**config.mk**
```make
export PLATFORM = sky130hd
export DESIGN_NAME = sfs_cell
export DESIGN_NICKNAME = d
export VERILOG_FILES = /design/src/rtl/core/sfs_pkg.sv /design/src/rtl/core/sfs_cell.sv
export SDC_FILE = /design/constraint.sdc
export NUM_CORES = 1
export LEC_CHECK = 0
export BUFFER_PORTS_ARGS = -buffer_cell sky130_fd_sc_hd__buf_2
export CORE_UTILIZATION = 35
export DETAILED_ROUTE_END_ITERATION = 10
export GPL_ROUTABILITY_DRIVEN = 0
export SYNTH_ARGS = -nofsm -noshare
export SYNTH_HDL_FRONTEND = slang
export SYNTH_SLANG_ARGS = --single-unit
```
**constraint.sdc**
```tcl
create_clock -name clk -period 3.1 [get_ports clk]
set_input_delay 0.465 -clock clk [delete_from_list [all_inputs] [get_ports clk]]
set_output_delay 0.465 -clock clk [all_outputs]
set_load 0.02 [all_outputs]
```
**src/rtl/core/sfs_pkg.sv**
```systemverilog
// Shared types, sizes and codes for the sprite frame select core.
package sfs_pkg;

  localparam int MAX_FRAMES = 64;
  localparam int IDX_W      = (MAX_FRAMES > 1) ? $clog2(MAX_FRAMES) : 1;
  localparam int CNT_W      = $clog2(MAX_FRAMES + 1);
  localparam int HOLD_W     = 16;
  localparam int TOTAL_W    = 22;
  localparam int ACC_W      = (HOLD_W + CNT_W > TOTAL_W) ? (HOLD_W + CNT_W) : TOTAL_W;
  localparam int TIME_W     = 31;
  localparam int FIDX_W     = 6;

  typedef enum logic [1:0] {
    OP_CLEAR  = 2'd0,
    OP_APPEND = 2'd1,
    OP_QUERY  = 2'd2
  } opcode_t;

  typedef struct packed {
    logic [1:0]         opcode;
    logic [15:0]        rect_x;
    logic [15:0]        rect_y;
    logic [15:0]        rect_w;
    logic [15:0]        rect_h;
    logic [HOLD_W-1:0]  hold_ms;
    logic signed [31:0] query_ms;
  } in_beat_t;

  typedef struct packed {
    logic [15:0]       out_x;
    logic [15:0]       out_y;
    logic [15:0]       out_w;
    logic [15:0]       out_h;
    logic [FIDX_W-1:0] frame_index;
    logic              status;
  } out_beat_t;

  typedef struct packed {
    logic [15:0] x;
    logic [15:0] y;
    logic [15:0] w;
    logic [15:0] h;
  } rect_t;

  typedef struct packed {
    logic               valid;
    logic               force_first;
    logic               no_match;
    logic               found;
    logic [TOTAL_W-1:0] rem;
    logic [ACC_W-1:0]   acc;
    rect_t              rect;
    logic [IDX_W-1:0]   idx;
  } token_t;

endpackage

```
**src/rtl/core/sfs_cell.sv**
```systemverilog
// One frame cell: holds a frame and advances the query token by one stage.
module sfs_cell (
  input  logic                       clk,
  input  logic                       rst_n,
  input  sfs_pkg::token_t            tok_in,
  input  logic                       wr_en,
  input  sfs_pkg::rect_t             wr_rect,
  input  logic [sfs_pkg::HOLD_W-1:0] wr_hold,
  input  logic                       active,
  input  logic [sfs_pkg::IDX_W-1:0]  cell_idx,
  output sfs_pkg::token_t            tok_out
);
  import sfs_pkg::*;

  rect_t             rect_r;
  logic [HOLD_W-1:0] hold_r;
  token_t            tok_r, tok_nxt;
  logic [ACC_W-1:0]  sum;

  always_ff @(posedge clk) begin
    if (wr_en) begin
      rect_r <= wr_rect;
      hold_r <= wr_hold;
    end
  end

  always_comb begin
    sum     = tok_in.acc + ACC_W'(hold_r);
    tok_nxt = tok_in;
    if (tok_in.valid && active && !tok_in.found) begin
      tok_nxt.acc  = sum;
      tok_nxt.rect = rect_r;
      tok_nxt.idx  = cell_idx;
      if (tok_in.force_first || (!tok_in.no_match && (ACC_W'(tok_in.rem) < sum))) begin
        tok_nxt.found = 1'b1;
      end
    end
  end

  always_ff @(posedge clk) begin
    if (!rst_n) begin
      tok_r <= '0;
    end else begin
      tok_r <= tok_nxt;
    end
  end

  assign tok_out = tok_r;

endmodule

```
### Word level (Yosys, flattened, before mapping)

Index checks and enable logic that the tools add are counted.
W data, S select, Z words.

* flip-flop bits (word level): 199
* input port bits: 209
* output and inout bits: 119

* add/sub/neg operators: 1
* magnitude comparators: 1
* multiplexer cells: 3
* reductions and logical operators: 6

Operator list (number)
* $mux W93: 1
* $add A23 B16 Y23: 1
* $lt A22 B23 Y1: 1
* $logic_and A1 B1 Y1: 3
* $logic_not A1 Y1: 2
* $mux W1: 2
* $logic_or A1 B1 Y1: 1

### Logic depth before layout (Yosys ltp)

* depth in word-level cells: 6
* depth in mapped cells: 16
* gate-level depth less buffers: 15

### Least setup slack after synthesis

No wires, ideal clock.

* path type: input to register
* start point: input port tok_in[70] in the netlist's numbering
* end point: register tok_r (netlist bit tok_out[115])
* library setup time: 137 ps
* arrival: 3110 ps
* data required time: 2963 ps
* setup slack: -147 ps
* stages: 15
* path buffers: 1
* path through: ha_1 > fa_1 > a211oi_1 > o21bai_2 > o2111ai_2 > and4_4 > buf_6 > nor3_1 > xnor2_1 > ha_1 > o21a_1 > o21a_1 > o22ai_1 > a211oi_1 > a41oi_1

* cells in the longest elaborated chain, start to end: 6

RTL lines
* start: declaration: line sfs_cell.sv:5 `input sfs_pkg::token_t tok_in,`
* $add A23 B16 Y23: line sfs_cell.sv:28 `sum = tok_in.acc + ACC_W'(hold_r);`
* $lt A22 B23 Y1: line sfs_cell.sv:34 `if (tok_in.force_first || (!tok_in.no_match && (ACC_W'(tok_in.rem) < sum))) begin`
* $logic_and A1 B1 Y1: line sfs_cell.sv:34
* $logic_or A1 B1 Y1: line sfs_cell.sv:34
* $mux W1: line sfs_cell.sv:34
* $mux W1: line sfs_cell.sv:30 `if (tok_in.valid && active && !tok_in.found) begin`
* end signal: assignment: line sfs_cell.sv:44 `tok_r <= tok_nxt;`
* end: declaration: line sfs_cell.sv:17 `token_t tok_r, tok_nxt;`

No other way between the ends.
A chain may end at the register's enable or synchronous reset.

### Worst setup path after layout

* start point: register hold_r[0]
* end point: register tok_r (netlist bit tok_out[115])

* cells in the longest elaborated chain, start to end: 6

RTL lines
* start: declaration: line sfs_cell.sv:16 `logic [HOLD_W-1:0] hold_r;`
* start signal: assignment: line sfs_cell.sv:23 `hold_r <= wr_hold;`
* $add A23 B16 Y23: line sfs_cell.sv:28
* $lt A22 B23 Y1: line sfs_cell.sv:34
* $logic_and A1 B1 Y1: line sfs_cell.sv:34
* $logic_or A1 B1 Y1: line sfs_cell.sv:34
* $mux W1: line sfs_cell.sv:34
* $mux W1: line sfs_cell.sv:30

No other way between the ends.

==> summary.txt <==
Route
  • Vias per Instance: 4.73
  • Routed length per instance: ~16 um
  • Antenna Nets Post-Route: 0
  • TritonRoute pass-1 iters: 4
  • DR vias: around 6500
  • Drt initial violations: roughly 200
  • Final WL: 21500 um
  • DRC: 0

Worst setup path
  • Crit path arrival time: 3490 ps
  • Slowest stage delay, CP: between 400 and 500 ps
  • Critical Path Sink Type: register
  • Critical path startpoint: hold_r[0]
  • CP max FO: 3
  • CP delay by family, top: compound AO/OA/AOI/OAI gates
  • Slowest CP cell: edfxtp_1
  • Crit Reg-Reg Startpoint: hold_r[0]
  • Cell mode on critical path: a211oi_2
  • Crit Path Class: reg2reg
  • CP bufs+invs: 1
  • Crit path cell chain: ha_4 -> fa_2 -> a211oi_2 -> o21bai_2 -> o2111ai_2 -> buf_4 -> a21oi_2 -> nand2b_1 -> ha_1 -> nand2_1 -> nor4_2 -> a211oi_2 -> o31ai_1 -> a41oi_1
  • Worst Setup Start Kind: register
  • Crit path required time: between 3000 and 4000 ps

Cells and area
  • Area of the multi-input gates: 0.00293 sq mm
  • P&R area growth vs syn: 37.4%
  • Final Util: 0.491
  • Storage element area: 0.00478 sq mm
  • FILL cells: ~2100
  • Finished Cell Area: 0.0107 sq mm
  • Final net count: 1335
  • Layout cell share with drive strength beyond 1: 0.388

Synthesis
  • Async set-or-reset flop fraction in the synthesized netlist: 0
  • Post-Syn Instances: 730
  • Main area contributors after synthesis: edfxtp_1, dfxtp_1, nand2_1
  • EDFF count, synth: 80
  • Top-area cell type share of the netlist area: 0.308
  • Most used DFF post-synth: dfxtp_1
  • Synth Net Count: 977
  • Post-Syn Area: 0.00779 sq mm
  • Sequential fraction of the synthesis area: 0.614
  • Most common cell in the netlist: nand2_1
  • Yosys cell types: 54
  • FF+latch count, synth: between 150 and 200
  • YS warnings: 0
  • Leading area contributor after synthesis: edfxtp_1
  • Post-synth top cells: nand2_1, dfxtp_1, a21oi_1
  • Syn_area_per_cell: 10.7 sq um

Placed design
  • Pre-CTS setup slack: -444 ps
  • Detailed placer's ending HPWL: between 15000 and 20000 um
  • IO Port Bufs: 327
  • Dpl cell area: 0.0100 sq mm

Floorplan
  • Die Y: 151 um
  • Die Wd: 151 um
  • Initial core utilization: 0.357
  • # rows: 54
  • Die area: 0.0229 sq mm
  • Ports: between 300 and 400
  • Core Region: 0.0218 sq mm

Global route
  • Initial antenna violation count: 2
  • Met2 GRT Util: 0.328
  • Met1 Usage GRT: 0.220
  • Vias in the first global route: 6369
  • Met3 global-route usage: 0.0563
  • Gr busiest metal: met2
  • Congestion Overflow GR: 0
  • Largest net degree at the start of global routing: 67
  • Global-route wire length before repair: 32800 um
  • GRT Util Overall: 0.188

Power
  • Comb power frac: 0.180
  • Clock network fraction of design power: 0.350
  • Max VDD drop: 0.371 mV
  • Net Sw Power: around 1800 uW
  • Leakage: 0.00493 uW
  • Sequential share of power: 0.470
  • Sw Ratio: 0.283
  • Power density over cell area: 587 mW/mm^2
  • Int Pwr: 4500 uW

Timing
  • RSZ-0062 raised after global routing: yes
  • Final cycle utilization of the critical path: 1.03
  • Post-route setup slack: -100 ps
  • TNS Setup: -100 ps
  • Slew Viols, Final: 0
  • Final Skew: about 11 ps
  • Hold Vio Cnt, Final: 0
  • Min Tclk post-route: between 3000 and 4000 ps
  • Worst-Margin Slew: 837 ps
  • Fmax: 312 MHz
  • Final setup viols: 1
  • Worst rel slew slack: 0.442
  • Hold slack: 206 ps

Clock network
  • CTS Sinks: between 150 and 200
  • Clk pin slew, worst setup/hold paths: 80 ps
  • CTS Hold Bufs: 0
  • Root Driver: clkbuf_16
  • Cts bufs inserted: 17
  • Max clock buf depth: 2
  • H-tree depth: 4
  • CTS tree: yes
  • Clk_lat worst skew: 420 ps

Outcome
  • Failing checks: setup timing
  • Outcome: complete, but fails checks

Run
  • Max-Cap Viols: 0

Min path
  • Hold_sp: wr_rect[49]
  • Min-delay worst type: in2reg
## cells by family after synthesis
family	after synthesis	share of synthesized area
XOR/XNOR	19	0.0214
adder cells (fa/ha/maj)	38	0.0620
flip-flops	199	0.614
AND/OR/NAND/NOR	273	0.157
multiplexers	4	0.00514
AO/OA/AOI/OAI	157	0.120
buffers and inverters	40	0.0204
## state kept, by name (all words and copies together), names as in the netlist
name     cells
rect_r      64
tok_out    119
hold_r      16
## timing repair
action	in CTS	in global routing
setup buffers	3	3
cloned	0	0
pin swaps	15	10
setup endpoints to repair	1	1
gates resized for setup	8	2
## placed cells by master, fill, tap and decap left out, types with 3 or more instances in the layout
cell / count
a211o_1: 3
a211oi_1: 3
a21o_1: 4
a21oi_1: 93
a21oi_2: 4
and2_1: 25
and3_1: 3
buf_12: 3
buf_2: 326
buf_4: 45
clkbuf_16: 17
clkinv_4: 3
clkinv_8: 3
dfxtp_1: 119
edfxtp_1: 80
ha_1: 36
inv_1: 4
inv_6: 3
inv_8: 4
mux2i_1: 4
nand2_1: 173
nand2b_1: 7
nand3_1: 13
nor2_1: 15
nor2b_1: 3
nor3_1: 10
nor4_1: 3
o211ai_1: 3
o21a_1: 7
o21ai_0: 13
o31ai_1: 5
or4_1: 6
xnor2_1: 11
xor2_1: 8
## power groups by stage
stage | clock network, uW | registers (uW) | logic [uW]
after floorplan | 0 | 3140 | 478
after global routing | 2360 | 2970 | 1250
after global placement | 0 | 3010 | 1070
after detailed placement | 0 | 3020 | 1080
final | 2200 | 2960 | 1130
after CTS | 2260 | 2960 | 1120
## metal layers
metal / share of wire / wire (um)
met1: 0.41 / 8780
met2: 0.51 / 11000
met4: 0.013 / 276
met5: 0 / 0
met3: 0.069 / 1480
## final timing paths
kind                        to  slack [ps]  cells after the start
setup / recovery  tok_out[115]        -100                     14
hold / removal      rect_r[49]         210                      1
setup reg to reg  tok_out[115]        -100                     14
hold reg to reg    tok_out[25]         500                      2
## layout make-up
class,instances,share of cell area
multi-input cells,491,0.273
inverters,5,0.00175
clock buffers,18,0.0410
diodes,2,0.000467
well taps,280,0.0327
clock inverters,14,0.0144
flip-flops and latches,199,0.447
repair buffers,374,0.190
## stage by stage
stage	cells	total power, uW
2_1_floorplan	730	3620
3_3_place_gp	1343	4080
3_5_place_dp	1343	4100
4_1_cts	1378	6340
5_1_grt	1382	6590
6_report	1383	6280
Power figures use the tool's default switching activity.
