### src/rtl/core/sfs_pkg.sv
// Shared types, sizes and codes for the sprite frame select core.
package sfs_pkg;

  localparam int MAX_FRAMES = 64;
  localparam int IDX_W      = (MAX_FRAMES > 1) ? $clog2(MAX_FRAMES) : 1;
  localparam int CNT_W      = $clog2(MAX_FRAMES + 1);
  localparam int HOLD_W     = 16;
  localparam int TOTAL_W    = 22;
  localparam int ACC_W      = (HOLD_W + CNT_W > TOTAL_W) ? (HOLD_W + CNT_W) : TOTAL_W;
  localparam int TIME_W     = 31;
  localparam int FIDX_W     = 6;

  typedef enum logic [1:0] {
    OP_CLEAR  = 2'd0,
    OP_APPEND = 2'd1,
    OP_QUERY  = 2'd2
  } opcode_t;

  typedef struct packed {
    logic [1:0]         opcode;
    logic [15:0]        rect_x;
    logic [15:0]        rect_y;
    logic [15:0]        rect_w;
    logic [15:0]        rect_h;
    logic [HOLD_W-1:0]  hold_ms;
    logic signed [31:0] query_ms;
  } in_beat_t;

  typedef struct packed {
    logic [15:0]       out_x;
    logic [15:0]       out_y;
    logic [15:0]       out_w;
    logic [15:0]       out_h;
    logic [FIDX_W-1:0] frame_index;
    logic              status;
  } out_beat_t;

  typedef struct packed {
    logic [15:0] x;
    logic [15:0] y;
    logic [15:0] w;
    logic [15:0] h;
  } rect_t;

  typedef struct packed {
    logic               valid;
    logic               force_first;
    logic               no_match;
    logic               found;
    logic [TOTAL_W-1:0] rem;
    logic [ACC_W-1:0]   acc;
    rect_t              rect;
    logic [IDX_W-1:0]   idx;
  } token_t;

endpackage

### src/rtl/core/sfs_mod_unit.sv
// Bit-serial restoring remainder unit: query time modulo the total duration.
module sfs_mod_unit (
  input  logic                        clk,
  input  logic                        rst_n,
  input  logic                        go,
  input  logic [sfs_pkg::TIME_W-1:0]  dividend,
  input  logic [sfs_pkg::TOTAL_W-1:0] divisor,
  output logic                        done,
  output logic [sfs_pkg::TOTAL_W-1:0] rem
);
  import sfs_pkg::*;

  localparam int STEP_W = $clog2(TIME_W + 1);

  logic                run_r, run_nxt;
  logic                done_r, done_nxt;
  logic [STEP_W-1:0]   cnt_r, cnt_nxt;
  logic [TIME_W-1:0]   sh_r, sh_nxt;
  logic [TOTAL_W-1:0]  div_r, div_nxt;
  logic [TOTAL_W-1:0]  rem_r, rem_nxt;
  logic [TOTAL_W:0]    trial;

  always_comb begin
    run_nxt  = run_r;
    done_nxt = 1'b0;
    cnt_nxt  = cnt_r;
    sh_nxt   = sh_r;
    div_nxt  = div_r;
    rem_nxt  = rem_r;
    trial    = {rem_r, sh_r[TIME_W-1]};
    if (go) begin
      run_nxt = 1'b1;
      cnt_nxt = STEP_W'(TIME_W);
      sh_nxt  = dividend;
      div_nxt = divisor;
      rem_nxt = '0;
    end else if (run_r) begin
      sh_nxt = {sh_r[TIME_W-2:0], 1'b0};
      if (trial >= {1'b0, div_r}) begin
        rem_nxt = TOTAL_W'(trial - {1'b0, div_r});
      end else begin
        rem_nxt = TOTAL_W'(trial);
      end
      cnt_nxt = cnt_r - 1'b1;
      if (cnt_r == STEP_W'(1)) begin
        run_nxt  = 1'b0;
        done_nxt = 1'b1;
      end
    end
  end

  always_ff @(posedge clk) begin
    if (!rst_n) begin
      run_r  <= 1'b0;
      done_r <= 1'b0;
      cnt_r  <= '0;
    end else begin
      run_r  <= run_nxt;
      done_r <= done_nxt;
      cnt_r  <= cnt_nxt;
    end
  end

  always_ff @(posedge clk) begin
    sh_r  <= sh_nxt;
    div_r <= div_nxt;
    rem_r <= rem_nxt;
  end

  assign done = done_r;
  assign rem  = rem_r;

endmodule

### config.mk
export PLATFORM = sky130hd
export DESIGN_NAME = sfs_mod_unit
export DESIGN_NICKNAME = d
export VERILOG_FILES = /design/src/rtl/core/sfs_pkg.sv /design/src/rtl/core/sfs_mod_unit.sv
export SDC_FILE = /design/constraint.sdc
export NUM_CORES = 1
export LEC_CHECK = 0
export BUFFER_PORTS_ARGS = -buffer_cell sky130_fd_sc_hd__buf_2
export CORE_MARGIN = 1
export CORE_UTILIZATION = 55
export DETAILED_ROUTE_END_ITERATION = 8
export PLACE_DENSITY = 0.86
export SKIP_CTS_REPAIR_TIMING = 1
export SYNTH_ARGS = -nofsm -noshare
export SYNTH_HDL_FRONTEND = slang
export SYNTH_SLANG_ARGS = --single-unit
### constraint.sdc
create_clock -name clk -period 3.4 [get_ports clk]
set_input_delay 0.51 -clock clk [delete_from_list [all_inputs] [get_ports clk]]
set_output_delay 0.51 -clock clk [all_outputs]
set_load 0.01 [all_outputs]
# After elaboration in Yosys (flattened, before gate mapping)
# Cells that the tools add are included.
# classes
n_shift	0
n_reduce_logical	2
magnitude_cmp	1
eq_ne	1
addsub	2
mux	9
div	0
mul	0
bitwise_logic	2
# ops
cell	n
$mux W31	2
$ge A23 B22 Y1	1
$mux W22	1
$sub A22 B22 Y22	1
$mux W5	2
$eq A5 B1 Y1 const B	1
$sub A5 B1 Y5 const B	1
$mux W1	4
$reduce_or A3 Y1	1
$not A1 Y1	2
$reduce_bool A2 Y1	1
# word_totals
latch_bits	0
n_memories	0
elab_cells	23
output_inout_bits	23
mem_bits_ro	0
register_bits	82
ram_bits	0

# Depth between registers and ports, before layout
# Gate-level depths: netlist (run 1).
# depth
depth_word	4
mapped_depth	12

# Worst setup path before layout (run 1)
# No wires, ideal clock.
# synth_path
path_type	register to register
startpoint	register rem_r[6], in the netlist rem[6]
endpoint	register rem_r[12], in the netlist rem[12]
period_less_slack_ns	2.721
path_stages_with_launch	11
t_arrival_ns	2.618
setup_slack_ns	0.679
path_buffers	1
t_required_ns	3.297
cell_sequence	dfxtp_1 ha_1 and4_4 and3_4 a21boi_1 o41a_1 o31ai_4 and2_1 buf_6 nor4_1 a2111oi_2
# synth_between
elab_chain_cells	2
word_cells_on_any_way	3
classes_between	add/sub (1); order compare (1); mux (1)
# synth_lines
element	line_no	text
start: declaration	sfs_mod_unit.sv:20	logic [TOTAL_W-1:0] rem_r, rem_nxt;
start signal: assignment	sfs_mod_unit.sv:67	rem_r <= rem_nxt;
$sub A22 B22 Y22 / $ge A23 B22 Y1 (equally long branches)	sfs_mod_unit.sv:40, sfs_mod_unit.sv:39	
$mux W22 *	sfs_mod_unit.sv:39	if (trial >= {1'b0, div_r}) begin
# Every way passes the cells marked *; elsewhere a longest branch is shown, timed or not.
# A chain may end at the register's enable or synchronous reset.

# Worst setup path in the final report (run 1)
# layout_path
startpoint	register div_r[3]
endpoint	register rem_r[7], in the netlist rem[7]
# layout_between
elab_chain_cells	2
word_cells_on_any_way	3
classes_between	add/sub (1); order compare (1); mux (1)
# layout_lines
element	line_no	text
start: declaration	sfs_mod_unit.sv:19	logic [TOTAL_W-1:0] div_r, div_nxt;
start signal: assignment	sfs_mod_unit.sv:66	div_r <= div_nxt;
$sub A22 B22 Y22 / $ge A23 B22 Y1 (equally long branches)	sfs_mod_unit.sv:40, sfs_mod_unit.sv:39	
$mux W22 *	sfs_mod_unit.sv:39	
# Marks and branches as above.

==> reports/results.tsv, run 1 <==
metric	value	unit
htree_num_levels	3	
critPathMaxStageDelay	0.47	ns
crit_slowest_cell	o41a_1	
post-place-ws	0.346	ns
final_core_util	0.664	
synth.avg_cell_area	10.8	sq um
vias_per_cell	5.86	
synth-seq-area-share	0.479	
crit_type	flop to flop	
final_antenna_net_count	0	
finalWeightedCongestion	0.920	
root_buffer	clkbuf_8	
status	finished clean	
insertion_delay	0.36	ns
grt_pass1_wl	15800	um
finalHoldViolations	0	
cts_tree	built	
port_buffers	78	
final_common_cell	buf_2	
firstDrtPassIters	5	
grt_max_degree	45	
syn_to_final_growth	14.9	%
worst_hold_slack	0.323	ns
p_total	2.50	mW
fmax	0.320	GHz
ios	79	
fillerInstances	632	
critPathLaunchType	flop	
ir_drop	314	uV
die_h	92.8	um
final_cell_mix	buf_2, edfxtp_1, nand2_1, nor2_1	
power.density	480	nW/um^2
cts_sinks	82	
die_w	92.8	um
hold_class	input port to flop	
drc	0	
syn_area	4540	sq um
crit_chain	inv_1, ha_1, a21o_1, a21oi_1, a21boi_1, o41a_1, o31ai_4, and2_1, buf_4, nor3_1, a2111oi_2	
synth_edf_count	53	
cap_violations	0	
crit_fanout	12	
antenna_found_initial	0	
final-setup-viol-count	0	
dpl.hpwl	6770	um
cp-end-kind	flop	
rsz0062_at_grt	false	
syn-num-nets	501	
synthTopCellsByArea	edfxtp_1, dfxtp_1, mux2_2	
design.core.area	7850	sq um
maxSlewHeadroom	0.623	
maxSlewViolCount	0	
fin_ws	0.279	ns
synth_top_area_share	0.351	
finalCriticalPeriod	3.12	ns
yosysTopAreaCell	edfxtp_1	
n_antenna_cell	0	
final_min_period_over_clock_period	0.918	
wire_per_inst	16.0	um
required	3.65	ns
reg2reg_setup_slack	0.28	ns
fin_skew	0.0131	ns
ys.flop_type	edfxtp_1	
drt-initial-drc-count	166	
ys_seq_elements	82	
track_usage	0.233	
drt-total-wl	9690	um
clk_pin_slew	0.10	ns
grt_pass1_vias	3467	
drive_above_1_share	0.287	
syn_inst	420	
synth-warning-count	0	
tns	0	ns
rows	32	
clk_path_buf_depth	2	
vias	3540	
async_flop_share	0	
worst-path-buf-inv	2	
dieArea	8620	sq um
numCtsBuffers	9	
grt_remaining_overflow	0	
cp_top_family	compound AO/OA/AOI/OAI gates	
cp.arrival	3.37	ns
worst_pin_slew	0.565	ns
yosys.cell_types.count	59	
p_leak	2.26	nW
initial_core_util	0.578	
nNetsFinal	578	
## final cells by class
| type | instances | area (sq um) | share of cell area |
|---|---|---|---|
| clock inverters | 7 | 66.3 | 0.0127 |
| multi-input cells | 290 | 2170 | 0.417 |
| flip-flops and latches | 82 | 2170 | 0.417 |
| well taps | 102 | 128 | 0.0245 |
| inverters | 30 | 113 | 0.0216 |
| repair buffers | 84 | 438 | 0.0840 |
| clock buffers | 9 | 124 | 0.0238 |
## cell families after synthesis
family / Yosys count / synth area share
fa+ha+maj: 25 / 0.0706
xor+xnor: 21 / 0.0405
compound gates: 102 / 0.175
simple gates: 112 / 0.118
flops: 82 / 0.479
mux: 30 / 0.0745
buf+inv: 48 / 0.0427
## registers in the layout (all words and copies together) (netlist names)
register / cells
rem: 22
run_r: 1
div_r: 22
done: 1
sh_r: 31
cnt_r: 5
## power breakdown
part	internal [mW]	switching (mW)
logic	0.261	0.339
registers	1.16	0.0498
clock network	0.286	0.400
total	1.71	0.789
## through the flow
stage | cells | area (sq um)
final | 604 | 5210
after global routing | 604 | 5210
after CTS | 604 | 5210
after detailed placement | 588 | 5020
after global placement | 588 | 5020
after floorplan | 420 | 4540
## per-layer routing
metal,global-route usage,routed length (um),vias up
met2,0.385,4640,131
li1,-,-,1712
met5,0,0,-
met3,0.0608,600,21
met4,0.0756,195,0
met1,0.296,4260,1676
## synth_stat cells (all sizes together), types with 3 or more instances
| library cell | number |
|---|---|
| nor2b | 4 |
| inv | 30 |
| ha | 24 |
| o21a | 10 |
| nor3 | 5 |
| clkbuf | 11 |
| a21o | 11 |
| dfxtp | 29 |
| a211oi | 4 |
| buf | 7 |
| a21oi | 18 |
| a311oi | 9 |
| and3 | 10 |
| edfxtp | 53 |
| o22ai | 5 |
| a2111oi | 6 |
| nand3 | 6 |
| mux2 | 30 |
| nand4 | 3 |
| nor2 | 33 |
| nor4 | 4 |
| o21ai | 9 |
| xnor2 | 13 |
| xor2 | 8 |
| o31ai | 6 |
| nand2 | 36 |
| a31oi | 7 |
## worst paths after layout
kind	start	end	cells past startpoint
setup / recovery	div_r[3]	rem[7]	11
hold / removal	divisor[8]	div_r[8]	1
setup reg to reg	div_r[3]	rem[7]	11
hold reg to reg	rem[8]	rem[8]	2
No activity file was read; power rests on OpenSTA's default activity.
==> run 2, diff against run 1 <==
--- a/config.mk
+++ b/config.mk
@@ -6,10 +6,12 @@
 export NUM_CORES = 1
 export LEC_CHECK = 0
 export BUFFER_PORTS_ARGS = -buffer_cell sky130_fd_sc_hd__buf_2
+export CELL_PAD_IN_SITES_DETAIL_PLACEMENT = 1
+export CELL_PAD_IN_SITES_GLOBAL_PLACEMENT = 1
 export CORE_MARGIN = 1
-export CORE_UTILIZATION = 55
+export CORE_UTILIZATION = 44
 export DETAILED_ROUTE_END_ITERATION = 8
-export PLACE_DENSITY = 0.86
+export PLACE_DENSITY_LB_ADDON = 0.05
 export SKIP_CTS_REPAIR_TIMING = 1
 export SYNTH_ARGS = -nofsm -noshare
 export SYNTH_HDL_FRONTEND = slang
==> reports/results.tsv, run 2 (synthesis results as in run 1) <==
metric	value	unit	change
htree_num_levels	3		unchanged
clk_pin_slew	0.09	ns	about the same
vias	3501		-1.1%
fin_skew	0.0126	ns	-0.000447 ns
grt_max_degree	50		+11%
drt-total-wl	11000	um	+13%
drive_above_1_share	0.285		-0.00199
ios	79		unchanged
regMostFlops	sh_r		
critPathLaunchType	flop		
design.core.area	9860	sq um	+26%
track_usage	0.218		-0.0142
syn_to_final_growth	15.4	%	
cts_tree	built		
wire_per_inst	17.3	um	+7.8%
worst_pin_slew	0.616	ns	+0.0517 ns
cap_violations	0		unchanged
multi_input_area	2170	sq um	unchanged
finalHoldViolations	0		unchanged
cp-end-kind	flop		
die_w	104	um	+12%
drt-initial-drc-count	104		-37%
die_h	104	um	+12%
drc	0		unchanged
cp.arrival	3.39	ns	+0.02 ns
port_buffers	78		unchanged
crit_chain	ha_1, and4_1, nand2_1, nand3_1, o41a_1, o31ai_4, and2_1, buf_4, nor4_1, a2111oi_2		
clk_path_buf_depth	2		unchanged
antenna_found_initial	0		unchanged
initial_core_util	0.460		-0.118
post-place-ws	0.320	ns	-0.0254 ns
grt_pass1_wl	18500	um	+17%
required	3.65	ns	about the same
dpl.hpwl	8020	um	+18%
worst-path-buf-inv	1		-1
crit_type	flop to flop		
root_buffer	clkbuf_8		
worst_hold_slack	0.317	ns	-0.00577 ns
placed_cells	620		+5.4%
final_cell_mix	buf_2, edfxtp_1, nand2_1, nor2_1		
final-setup-viol-count	0		unchanged
final_common_cell	buf_2		
maxSlewViolCount	0		unchanged
cts_sinks	82		unchanged
firstDrtPassIters	4		-1
tns	0	ns	unchanged
power.density	470	nW/um^2	-1.9%
finalCriticalPeriod	3.14	ns	+0.0167 ns
vias_per_cell	5.51		-5.9%
final_min_period_over_clock_period	0.923		+0.00492
rsz0062_at_grt	false		
final_antenna_net_count	0		unchanged
area.sequential	2170	sq um	unchanged
fin_ws	0.262	ns	-0.0167 ns
finalWeightedCongestion	0.808		-12%
status	finished clean		
dieArea	10700	sq um	+24%
largest_reg_flops	31		unchanged
rows	36		+13%
fmax	0.319	GHz	-0.53%
ir_drop	225	uV	-28%
maxSlewHeadroom	0.589		-0.0340
p_leak	2.25	nW	-0.15%
n_antenna_cell	0		unchanged
hold_class	input port to flop		
nNetsFinal	579		+0.17%
grt_pass1_vias	3708		+7.0%
crit_slowest_cell	o41a_1		
grt_remaining_overflow	0		unchanged
fillerInstances	1114		+76%
insertion_delay	0.37	ns	about the same
crit_fanout	14		+2
cp_top_family	compound AO/OA/AOI/OAI gates		
numCtsBuffers	9		unchanged
critPathMaxStageDelay	0.50	ns	+0.03 ns
final_cells	635		+5.1%
-- run 2: final cells by class --
class | instances | share of cell area
sequential | 82 | 0.415
multi-input combinational | 290 | 0.415
timing repair buffer | 85 | 0.0851
tap | 133 | 0.0318
clock buffer | 9 | 0.0237
inverter | 30 | 0.0215
clock inverter | 6 | 0.00813
-- run 2: path summary, 6_finish.rpt --
check                           depth (start not counted)  endpoint  startpoint  slack [ns]
worst max-delay path                                   10   rem[12]      rem[9]        0.26
worst min-delay path                                    1  div_r[9]  divisor[9]        0.32
worst max register to register                         10   rem[12]      rem[9]        0.26
worst min register to register                          2    rem[8]      rem[8]        0.51
-- run 2: stage by stage --
step | util | instance area, sq um | total power [mW]
floorplan | - | 4540 | 1.66
global placement | 0.514 | 5070 | 1.83
detailed placement | 0.514 | 5070 | 1.85
CTS | 0.531 | 5230 | 2.49
global route | 0.531 | 5230 | 2.60
finish | 0.531 | 5230 | 2.46
-- run 2: per-layer routing --
layer	part of all wire	GRT usage	routed length, um	vias to the layer above
li1	-	-	-	1706
met1	0.46	0.282	5060	1698
met2	0.48	0.354	5230	80
met3	0.046	0.0459	504	17
met4	0.017	0.0932	189	0
met5	0	0	0	-
-- run 2: where the power goes --
part | leakage, nW | switching (mW) | internal, mW | total [mW]
clock | 0.0835 | 0.372 | 0.264 | 0.636
combinational | 1.40 | 0.350 | 0.264 | 0.614
sequential | 0.767 | 0.0485 | 1.16 | 1.21
total | 2.25 | 0.770 | 1.69 | 2.46
==> run 3, diff against run 2 <==
==> constraint.sdc (replaced) <==
create_clock -name clk -period 3.6 [get_ports clk]
set_input_delay 0.54 -clock clk [delete_from_list [all_inputs] [get_ports clk]]
set_output_delay 0.54 -clock clk [all_outputs]
set_load 0.01 [all_outputs]
==> reports/results.tsv, run 3 (synthesis results as in run 1) <==
metric	value	unit	change
regMostFlops	sh_r		
tns	0	ns	unchanged
crit_type	flop to flop		
htree_num_levels	3		unchanged
crit_fanout	10		-4
hold_class	input port to flop		
firstDrtPassIters	4		unchanged
fmax	0.309	GHz	-3.1%
drive_above_1_share	0.286		+0.00142
clk_pin_slew	0.10	ns	about the same
root_buffer	clkbuf_8		
vias	3519		+0.51%
clk_path_buf_depth	2		unchanged
drt-total-wl	11300	um	+2.9%
reg2reg_setup_slack	0.36	ns	+0.10 ns
maxSlewHeadroom	0.598		+0.00846
final-setup-viol-count	0		unchanged
ios	79		unchanged
ir_drop	235	uV	+4.2%
wire_per_inst	17.8	um	+2.7%
drt-initial-drc-count	97		-6.7%
combPwrFrac	0.237		-0.012
hp-start	divisor[16]		
r2r_cells	10		unchanged
fin_skew	0.0130	ns	+0.000404 ns
final_common_cell	buf_2		
worst_pin_slew	0.604	ns	-0.0127 ns
dpl.hpwl	7970	um	-0.61%
power.internal	1.68	mW	-0.72%
holdPathStages	1		unchanged
final_cell_mix	buf_2, edfxtp_1, nand2_1, nor2_1		
seq_power_share	0.469		-0.023
top_usage_layer	met2		
r2r_start	rem[6]		
met1_usage	0.285		+0.00254
final_antenna_net_count	0		unchanged
nNetsFinal	579		unchanged
rsz0062_at_grt	false		
largest_reg_flops	31		unchanged
dieArea	10700	sq um	unchanged
antenna_found_initial	1		+1
track_usage	0.221		+0.00235
finalCriticalPeriod	3.24	ns	+0.0988 ns
cap_violations	0		unchanged
worstReg2RegEnd	rem[2]		
die_h	104	um	unchanged
finalHoldViolations	0		unchanged
met2_usage	0.349		-0.00575
die_w	104	um	unchanged
clkPwrFrac	0.294		+0.036
numCtsBuffers	9		unchanged
p_leak	2.27	nW	+0.68%
worst_hold_slack	0.337	ns	+0.0198 ns
vias_per_cell	5.53		+0.36%
finalWeightedCongestion	0.824		+2.0%
port_buffers	78		unchanged
required	3.87	ns	+0.22 ns
switching_power	0.763	mW	-1.0%
power.density	463	nW/um^2	-1.5%
cts_tree	built		
maxSlewViolCount	0		unchanged
critPathLaunchType	flop		
rows	36		unchanged
grt_pass1_vias	3724		+0.43%
grt_remaining_overflow	0		unchanged
insertion_delay	0.37	ns	about the same
use_met3	0.0497		+0.00378
cp.arrival	3.50	ns	+0.11 ns
design.core.area	9860	sq um	unchanged
initial_core_util	0.460		unchanged
grt_max_degree	46		-8.0%
n_antenna_cell	0		unchanged
cts_sinks	82		unchanged
syn_to_final_growth	16.2	%	
holdPathEnd	div_r[16]		
cp-end-kind	flop		
grt_pass1_wl	18700	um	+1.2%
final_min_period_over_clock_period	0.899		-0.0238
drc	0		unchanged
p_sw_frac	0.312		-0.000626
status	finished clean		
-- run 3: cell types whose count changed in the layout (fill, tap and decap cells not counted), sizes merged --
| cell | delta |
|---|---|
| clkinv | -2 |
| bufinv | +1 |
| clkbuf | +1 |
| inv | +1 |
-- run 3: worst max path at each step --
stage             start      end  slack (ns)  cells past startpoint
6_report         rem[6]   rem[2]        0.36                     10
5_1_grt          rem[7]   rem[5]        0.19                     10
4_1_cts          rem[6]   rem[5]        0.37                     10
3_5_place_dp     rem[7]   rem[5]        0.39                     10
3_3_place_gp   div_r[8]   rem[0]        0.54                     11
2_1_floorplan    rem[6]  rem[12]        0.88                     10
-- run 3: layout make-up --
class	count	area [sq um]
clock buffers	10	128
clock inverters	6	75.1
multi-input cells	290	2170
flip-flops and latches	82	2170
repair buffers	85	445
inverters	30	113
fillers	1100	4590
well taps	133	166
-- run 3: through the flow --
step | std cells | area, sq um | utilization | setup slack [ns] | power (mW)
after floorplan | 420 | 4540 | - | 0.879 | 1.56
after global placement | 620 | 5070 | 0.514 | 0.542 | 1.73
after detailed placement | 620 | 5070 | 0.514 | 0.388 | 1.74
after CTS | 636 | 5270 | 0.534 | 0.365 | 2.46
after global routing | 636 | 5270 | 0.534 | 0.188 | 2.56
final | 636 | 5270 | 0.534 | 0.363 | 2.44
-- run 3: routing by layer --
layer	up-vias	part of all wire
met5	-	0
met4	0	0.027
met3	27	0.049
met2	84	0.46
met1	1700	0.46
li1	1708	-
-- run 3: power groups by stage --
| stage | sequential [mW] | combinational, mW | clock (mW) |
|---|---|---|---|
| floorplan | 1.16 | 0.400 | 0 |
| global placement | 1.16 | 0.563 | 0 |
| detailed placement | 1.17 | 0.575 | 0 |
| CTS | 1.15 | 0.582 | 0.735 |
| global route | 1.16 | 0.639 | 0.768 |
| finish | 1.14 | 0.580 | 0.717 |
-- run 3: critical path: stages, from the launching register on --
cell      delay (ns)
dfxtp_1         0.35
ha_1            0.40
and4_4          0.23
and3_4          0.18
a21boi_1        0.15
o41a_1          0.47
o31ai_4         0.35
and2_1          0.45
buf_4           0.24
nand2_1         0.06
a311oi_1        0.26
